==> src/rtl/smdr_pkg.sv <==
// ----------------------------------------------------------------------------
// smdr_pkg
// shared types and constants of the sensor matrix debounce and remap block
// ----------------------------------------------------------------------------
package smdr_pkg;

  localparam int unsigned COORD_W     = 3;
  localparam int unsigned MAP_W       = 24;
  localparam int unsigned DEBOUNCE_W  = 16;
  localparam int unsigned CFG_IDX_W   = 4;
  localparam int unsigned CFG_DATA_W  = 32;

  localparam logic [MAP_W-1:0]      IDENTITY_MAP   = 24'd16434824;
  localparam logic [DEBOUNCE_W-1:0] DEBOUNCE_RESET = 16'd50;

  typedef logic [COORD_W-1:0] coord_t;

  typedef enum logic [CFG_IDX_W-1:0] {
    CFG_DEBOUNCE_TIME = 4'd0,
    CFG_SWAP_AXES     = 4'd1,
    CFG_ROW_MAP       = 4'd2,
    CFG_COL_MAP       = 4'd3
  } cfg_reg_e;

  function automatic coord_t map_entry(logic [MAP_W-1:0] tbl, coord_t idx);
    return tbl[COORD_W*idx +: COORD_W];
  endfunction

endpackage

==> src/rtl/sensor_matrix_debounce_remap.sv <==
// ----------------------------------------------------------------------------
// sensor_matrix_debounce_remap
// per-cell debounce of a sensor matrix with row/column remapping
// ----------------------------------------------------------------------------
// One sample is taken per clock while in_stall_o is low; its result passes the
// input register and then the result register: the input register holds the
// remapped cell and the registered read of the change stamp memory, the result
// register holds the debounced state. A stamp write that meets a read of the same
// cell is forwarded, so samples of one cell may follow each other in consecutive
// cycles. Stable, raw and stamp-valid bits are flip-flops cleared by reset;
// there is no clearing pass. A result held by out_stall_i stalls the input only
// once the input register is full as well.
module sensor_matrix_debounce_remap #(
  parameter int unsigned ROWS      = 8,
  parameter int unsigned COLS      = 8,
  parameter int unsigned TIME_BITS = 32
) (
  input  logic                        clk_i,
  input  logic                        rst_ni,

  input  logic                        cfg_valid_i,
  output logic                        cfg_ready_o,
  input  logic [smdr_pkg::CFG_IDX_W-1:0]  cfg_index_i,
  input  logic [smdr_pkg::CFG_DATA_W-1:0] cfg_data_i,

  input  logic                        in_valid_i,
  output logic                        in_stall_o,
  input  logic [smdr_pkg::COORD_W-1:0] phys_row_i,
  input  logic [smdr_pkg::COORD_W-1:0] phys_col_i,
  input  logic                        reading_i,
  input  logic [31:0]                 now_ms_i,

  output logic                        out_valid_o,
  input  logic                        out_stall_i,
  output logic [smdr_pkg::COORD_W-1:0] logical_row_o,
  output logic [smdr_pkg::COORD_W-1:0] logical_col_o,
  output logic                        stable_value_o,
  output logic                        changed_o
);
  import smdr_pkg::*;

  localparam int unsigned CELLS  = ROWS * COLS;
  localparam int unsigned CELL_W = $clog2(CELLS);

  // configuration
  logic [DEBOUNCE_W-1:0] debounce_q;
  logic                  swap_q;
  logic [MAP_W-1:0]      row_map_q;
  logic [MAP_W-1:0]      col_map_q;

  assign cfg_ready_o = 1'b1;

  always_ff @(posedge clk_i or negedge rst_ni) begin
    if (!rst_ni) begin
      debounce_q <= DEBOUNCE_RESET;
      swap_q     <= 1'b0;
      row_map_q  <= IDENTITY_MAP;
      col_map_q  <= IDENTITY_MAP;
    end else if (cfg_valid_i && cfg_ready_o) begin
      unique case (cfg_index_i)
        CFG_DEBOUNCE_TIME: debounce_q <= cfg_data_i[DEBOUNCE_W-1:0];
        CFG_SWAP_AXES:     swap_q     <= cfg_data_i[0];
        CFG_ROW_MAP:       row_map_q  <= cfg_data_i[MAP_W-1:0];
        CFG_COL_MAP:       col_map_q  <= cfg_data_i[MAP_W-1:0];
        default: ;
      endcase
    end
  end

  // handshake
  logic s1_valid_q;
  logic s1_adv;
  logic in_acc;
  logic out_acc;

  assign out_acc    = out_valid_o && !out_stall_i;
  assign s1_adv     = s1_valid_q && (!out_valid_o || !out_stall_i);
  assign in_stall_o = s1_valid_q && !s1_adv;
  assign in_acc     = in_valid_i && !in_stall_o;

  // remap
  coord_t            lr_in;
  coord_t            lc_in;
  logic              range_in;
  logic [CELL_W-1:0] cell_in;

  always_comb begin
    lr_in    = map_entry(row_map_q, swap_q ? phys_col_i : phys_row_i);
    lc_in    = map_entry(col_map_q, swap_q ? phys_row_i : phys_col_i);
    range_in = (32'(lr_in) < ROWS) && (32'(lc_in) < COLS);
    cell_in  = CELL_W'(32'(lr_in) * COLS + 32'(lc_in));
  end

  // input register
  coord_t               lr_q;
  coord_t               lc_q;
  logic                 range_q;
  logic [CELL_W-1:0]    cell_q;
  logic                 reading_q;
  logic [TIME_BITS-1:0] now_q;
  logic [TIME_BITS-1:0] stamp_rd_q;

  always_ff @(posedge clk_i or negedge rst_ni) begin
    if (!rst_ni) begin
      s1_valid_q <= 1'b0;
    end else if (in_acc) begin
      s1_valid_q <= 1'b1;
    end else if (s1_adv) begin
      s1_valid_q <= 1'b0;
    end
  end

  always_ff @(posedge clk_i) begin
    if (in_acc) begin
      lr_q      <= lr_in;
      lc_q      <= lc_in;
      range_q   <= range_in;
      cell_q    <= cell_in;
      reading_q <= reading_i;
      now_q     <= now_ms_i[TIME_BITS-1:0];
    end
  end

  // cell state
  logic [CELLS-1:0]     stable_q;
  logic [CELLS-1:0]     raw_q;
  logic [CELLS-1:0]     stamp_vld_q;
  logic [TIME_BITS-1:0] stamp_mem [CELLS];

  logic                 cur_stable;
  logic                 cur_raw;
  logic [TIME_BITS-1:0] cur_stamp;
  logic [TIME_BITS-1:0] age;
  logic                 settle;
  logic                 flip;
  logic                 new_stable;
  logic                 upd;
  logic                 wr_en;

  always_comb begin
    cur_stable = stable_q[cell_q];
    cur_raw    = raw_q[cell_q];
    cur_stamp  = stamp_vld_q[cell_q] ? stamp_rd_q : '0;
    age        = now_q - cur_stamp;
    settle     = (reading_q != cur_stable) && (reading_q == cur_raw);
    flip       = range_q && settle && (age >= TIME_BITS'(debounce_q));
    new_stable = flip ? reading_q : cur_stable;
    upd        = s1_adv && range_q;
    wr_en      = upd && !settle;
  end

  always_ff @(posedge clk_i or negedge rst_ni) begin
    if (!rst_ni) begin
      stable_q    <= '0;
      raw_q       <= '0;
      stamp_vld_q <= '0;
    end else if (upd) begin
      raw_q[cell_q]    <= reading_q;
      stable_q[cell_q] <= new_stable;
      if (wr_en) begin
        stamp_vld_q[cell_q] <= 1'b1;
      end
    end
  end

  always_ff @(posedge clk_i) begin
    if (wr_en) begin
      stamp_mem[cell_q] <= now_q;
    end
  end

  // registered read with forwarding of a write to the same cell
  always_ff @(posedge clk_i) begin
    if (in_acc) begin
      if (wr_en && (cell_q == cell_in)) begin
        stamp_rd_q <= now_q;
      end else begin
        stamp_rd_q <= stamp_mem[cell_in];
      end
    end
  end

  // result register
  always_ff @(posedge clk_i or negedge rst_ni) begin
    if (!rst_ni) begin
      out_valid_o <= 1'b0;
    end else if (s1_adv) begin
      out_valid_o <= 1'b1;
    end else if (out_acc) begin
      out_valid_o <= 1'b0;
    end
  end

  always_ff @(posedge clk_i) begin
    if (s1_adv) begin
      logical_row_o  <= lr_q;
      logical_col_o  <= lc_q;
      stable_value_o <= range_q && new_stable;
      changed_o      <= flip;
    end
  end

  // assertions
  a_raw_follows: assert property (@(posedge clk_i) disable iff (!rst_ni)
    upd |=> raw_q[$past(cell_q)] == $past(reading_q))
    else $error("raw bit did not take the reading");

  a_stamp_valid: assert property (@(posedge clk_i) disable iff (!rst_ni)
    wr_en |=> stamp_vld_q[$past(cell_q)])
    else $error("stamp valid bit not set after write");

  a_forward: assert property (@(posedge clk_i) disable iff (!rst_ni)
    (in_acc && wr_en && (cell_q == cell_in)) |=> stamp_rd_q == $past(now_q))
    else $error("stamp write not forwarded to same-cell read");

  a_changed_stable: assert property (@(posedge clk_i) disable iff (!rst_ni)
    (out_valid_o && changed_o && $past(s1_adv)) |->
      (stable_value_o == stable_q[$past(cell_q)]))
    else $error("changed result does not match stored stable bit");

endmodule
==> config.mk <==
export PLATFORM = sky130hd
export DESIGN_NAME = sensor_matrix_debounce_remap
export DESIGN_NICKNAME = d
export VERILOG_FILES = /design/src/rtl/smdr_pkg.sv /design/src/rtl/sensor_matrix_debounce_remap.sv
export SDC_FILE = /design/constraint.sdc
export NUM_CORES = 2
export LEC_CHECK = 0
export ABC_AREA = 1
export BUFFER_PORTS_ARGS = -buffer_cell sky130_fd_sc_hd__buf_2
export CAP_MARGIN = 20
export CORE_ASPECT_RATIO = 1.75
export CORE_UTILIZATION = 40
export CTS_BUF_LIST = sky130_fd_sc_hd__clkbuf_8
export CTS_CLUSTER_SIZE = 30
export DETAILED_ROUTE_END_ITERATION = 6
export PLACE_DENSITY = 0.57
export SYNTH_ARGS = -nofsm -noshare
export SYNTH_HDL_FRONTEND = slang
export SYNTH_SLANG_ARGS = --single-unit
==> constraint.sdc <==
create_clock -name clk_i -period 7.7 [get_ports clk_i]
set_input_delay 1.155 -clock clk_i [delete_from_list [all_inputs] [get_ports clk_i]]
set_output_delay 1.155 -clock clk_i [all_outputs]
set_load 0.05 [all_outputs]
==> summary.md <==
| Metric | Value |
|---|---|
| Slew headroom | `20.1%` |
| Most common library cells after synthesis | `nand2_1, nand3_1, edfxtp_1` |
| Post-synthesis sequential area ratio | `70.2%` |
| Crit path required time | `8.60 ns` |
| Slowest cell on crit path | `edfxtp_1` |
| First-pass GRT wire length | `470 mm` |
| HP Start | `now_ms_i[14]` |
| I/O Pins | `91` |
| Post-Place Worst Slack | `0.610 ns` |
| Largest cells by area after synthesis | `edfxtp_1, nand3_1, nand2_1` |
| Syn-to-layout area delta | `11.0%` |
| Hold EP | `now_q[14]` |
| # clock sinks | `2386` |
| CP bufs+invs | `3` |
| # H-tree levels | `5` |
| Failing checks | `DRC` |
| WL final | `326 mm` |
| R2r setup slk | `0.47 ns` |
| Detailed-route DRC error count | `1` |
| Clock Tree Root | `clkbuf_8` |
| Reg2reg start | `lc_q[1]` |
| RePlAce Congestion | `0.869` |
| Cts bufs inserted | `354` |
| Clk Latency, worst-skew pair | `1.00 ns` |
| Remaining global-route overflow | `0` |
| RSZ-0062 raised after global routing | `no` |
| Routed wire per std cell | `25.8 µm` |
| Syn Std Cell Area | `100000 µm²` |
| Setup violators final | `0` |
| Crit path top cell by count | `nand2_1` |
| Final Hold Vio Count | `0` |
| Number of DRC markers in iteration 0 | `7091` |
| Pre-Repair DR Iteration Count | `7` |
| I/O Buffers | `81` |
| Vias | `70.5k` |
| Largest net degree at the start of global routing | `186` |
| Post-synth EDFFs | `2127` |
| Remaining antenna violation count | `0` |
| Worst-Margin Slew | `1.20 ns` |
| Chip width | `380 µm` |
| Crit path max-delay family | `simple AND/OR/NAND/NOR gates` |
| Max_cap viols | `0` |
| Synth Net Count | `9058` |
| Crit end category | `flop` |
| Outcome | `finished, violations left` |
| HP Class | `input pin to flop` |
| Hold path depth | `1` |
| Synth top area share | `63.7%` |
| Layout cells sized above 1 | `10.3%` |
| Yosys cell types | `54` |
| R2R cell count | `32` |
| Pins Over Slew Limit | `0` |
| CP peak stage delay | `0.88 ns` |
| Number of synthesized register bits | `2386` |
| Setup WS post-layout | `0.470 ns` |
| FFs w/ async S/R, synth | `10.9%` |
| Site Rows | `242` |
| Fillers | `22.8k` |
| Count leader, synth | `nand2_1` |
| Syn Inst Count | `8928` |
| Overall Global Routing Usage | `25.2%` |
| CTS tree | `yes` |
| Via-to-Cell Ratio | `5.58` |
| Final Critical Period | `7.23 ns` |
| Post-route setup TNS | `0 ns` |
| Leak | `40.7 nW` |
| Die area | `253000 µm²` |
| Clock Skew | `0.0967 ns` |
| Vias in the first global route | `68.9k` |
| Worst vdd ir | `0.000301 V` |
| CP Launch Type | `flop` |
| Initial antenna violation count | `9` |
| Cells after DPL | `12.0k` |
| Die Span Y | `664 µm` |
| Leading area contributor after synthesis | `edfxtp_1` |
| Clk slew on worst S/H paths | `0.07 ns` |
| Period utilisation layout | `93.9%` |
| Critical Path AT | `8.13 ns` |
| Prevailing post-synth register cell | `edfxtp_1` |
| WS Path Type | `flop to flop` |
| Reg2reg end | `stable_q[11]` |
| Post-Layout Cell Count | `12.6k` |
| Core footprint | `249000 µm²` |
| Synth warn | `0` |
| Fmax | `138 MHz` |
| DPL Wire Length | `188 mm` |
| Initial Util | `40.3%` |
| Clock buffer depth | `4` |
| Nets | `9163` |
| Hold slack | `0.321 ns` |
| Crit-path max FO | `40` |
| P per Cell Area | `332 nW/µm²` |
| Avg Cell Area, Syn | `11.2 µm²` |
| Post-cts sizing count | `0` |
==> worst reg2reg max path: cells and delay by family (launching register included) <==
kind | cells | cell delay, ns
AO/OA/AOI/OAI | 4 | 1.25
XOR/XNOR | 1 | 0.20
adder cells (fa/ha/maj) | 3 | 0.87
buffers and inverters | 3 | 0.79
flip-flops | 1 | 0.88
AND/OR/NAND/NOR | 21 | 3.20
==> through the flow <==
stage	power, W	area (µm²)	util, %
floorplan	0.0229	100000	-
global placement	0.0272	105000	42.1
detailed placement	0.0273	105000	42.1
CTS	0.0370	111000	44.7
global route	0.0386	111000	44.8
finish	0.0369	111000	44.8
==> area by class of cell <==
| type | count | area (µm²) | area share, % |
|---|---|---|---|
| Sequential cell | 2386 | 70400 | 63.3 |
| Inverter | 292 | 1130 | 1.01 |
| Antenna cell | 9 | 22.5 | 0.0202 |
| Timing Repair Buffer | 294 | 2490 | 2.24 |
| Clock buffer | 365 | 5020 | 4.51 |
| Tap cell | 3294 | 4120 | 3.70 |
| Multi-Input combinational cell | 5705 | 26600 | 23.9 |
| Clock inverter | 274 | 1490 | 1.34 |
==> per-layer routing <==
layer  share of wire (%)  global-route usage, %  wire [µm]
met1                  37                   30.1     121000
met2                  49                   43.1     161000
met3                 6.7                   3.31      21800
met4                 6.9                   15.7      22400
met5                   0                      0          0
==> worst max-delay path by stage <==
stage / startpoint / cells after the start / slack (ns) / endpoint
3_3_place_gp: lc_q[1] / 31 / 0.55 / stable_q[31]
5_1_grt: lc_q[1] / 31 / 0.27 / stable_q[10]
4_1_cts: lc_q[1] / 32 / 0.59 / stable_q[11]
3_5_place_dp: lc_q[1] / 32 / 0.61 / stable_q[11]
6_report: lc_q[1] / 32 / 0.47 / stable_q[11]
2_1_floorplan: lc_q[0] / 34 / 3.17 / stable_value_o
==> cell usage in the layout, fill, tap and decap left out, drive strengths merged, types with 37 or more instances in the layout <==
cell type,count
a21oi,37
buf,292
clkbuf,366
clkinv,160
dfrtp,232
edfxtp,2127
ha,49
inv,386
nand2,2645
nand3,2340
nor2,215
nor3,42
o21ai,243
==> repair_timing <==
| action | CTS | global route |
|---|---|---|
| buffers inserted | 0 | 0 |
| endpoints found under the hold margin | 10 | 0 |
| hold buffers | 1 | 0 |
==> logic make-up after synthesis <==
family / Yosys count / synth area share, %
xor+xnor: 17 / 0.149
other cells: 1 / 0.00374
simple gates: 5306 / 23.4
flops: 2386 / 70.2
fa+ha+maj: 50 / 0.632
buf+inv: 837 / 3.76
compound gates: 331 / 1.83
==> flip-flops by register name (all words and copies together), names as in the netlist, 2 cells and up <==
register / flops
debounce_q: 16
col_map_q: 24
logical_col_o: 3
stamp_rd_q: 32
stable_q: 64
stamp_vld_q: 64
stamp_mem: 2048
raw_q: 64
now_q: 32
lr_q: 3
logical_row_o: 3
row_map_q: 24
lc_q: 2
==> power breakdown <==
part / leakage (nW) / internal [W] / switching, W / total (W)
logic: 14.9 / 0.00309 / 0.00888 / 0.0120
registers: 22.1 / 0.0148 / 0.000310 / 0.0151
clock network: 3.69 / 0.00480 / 0.00504 / 0.00983
(Power assumes the default switching activity.)
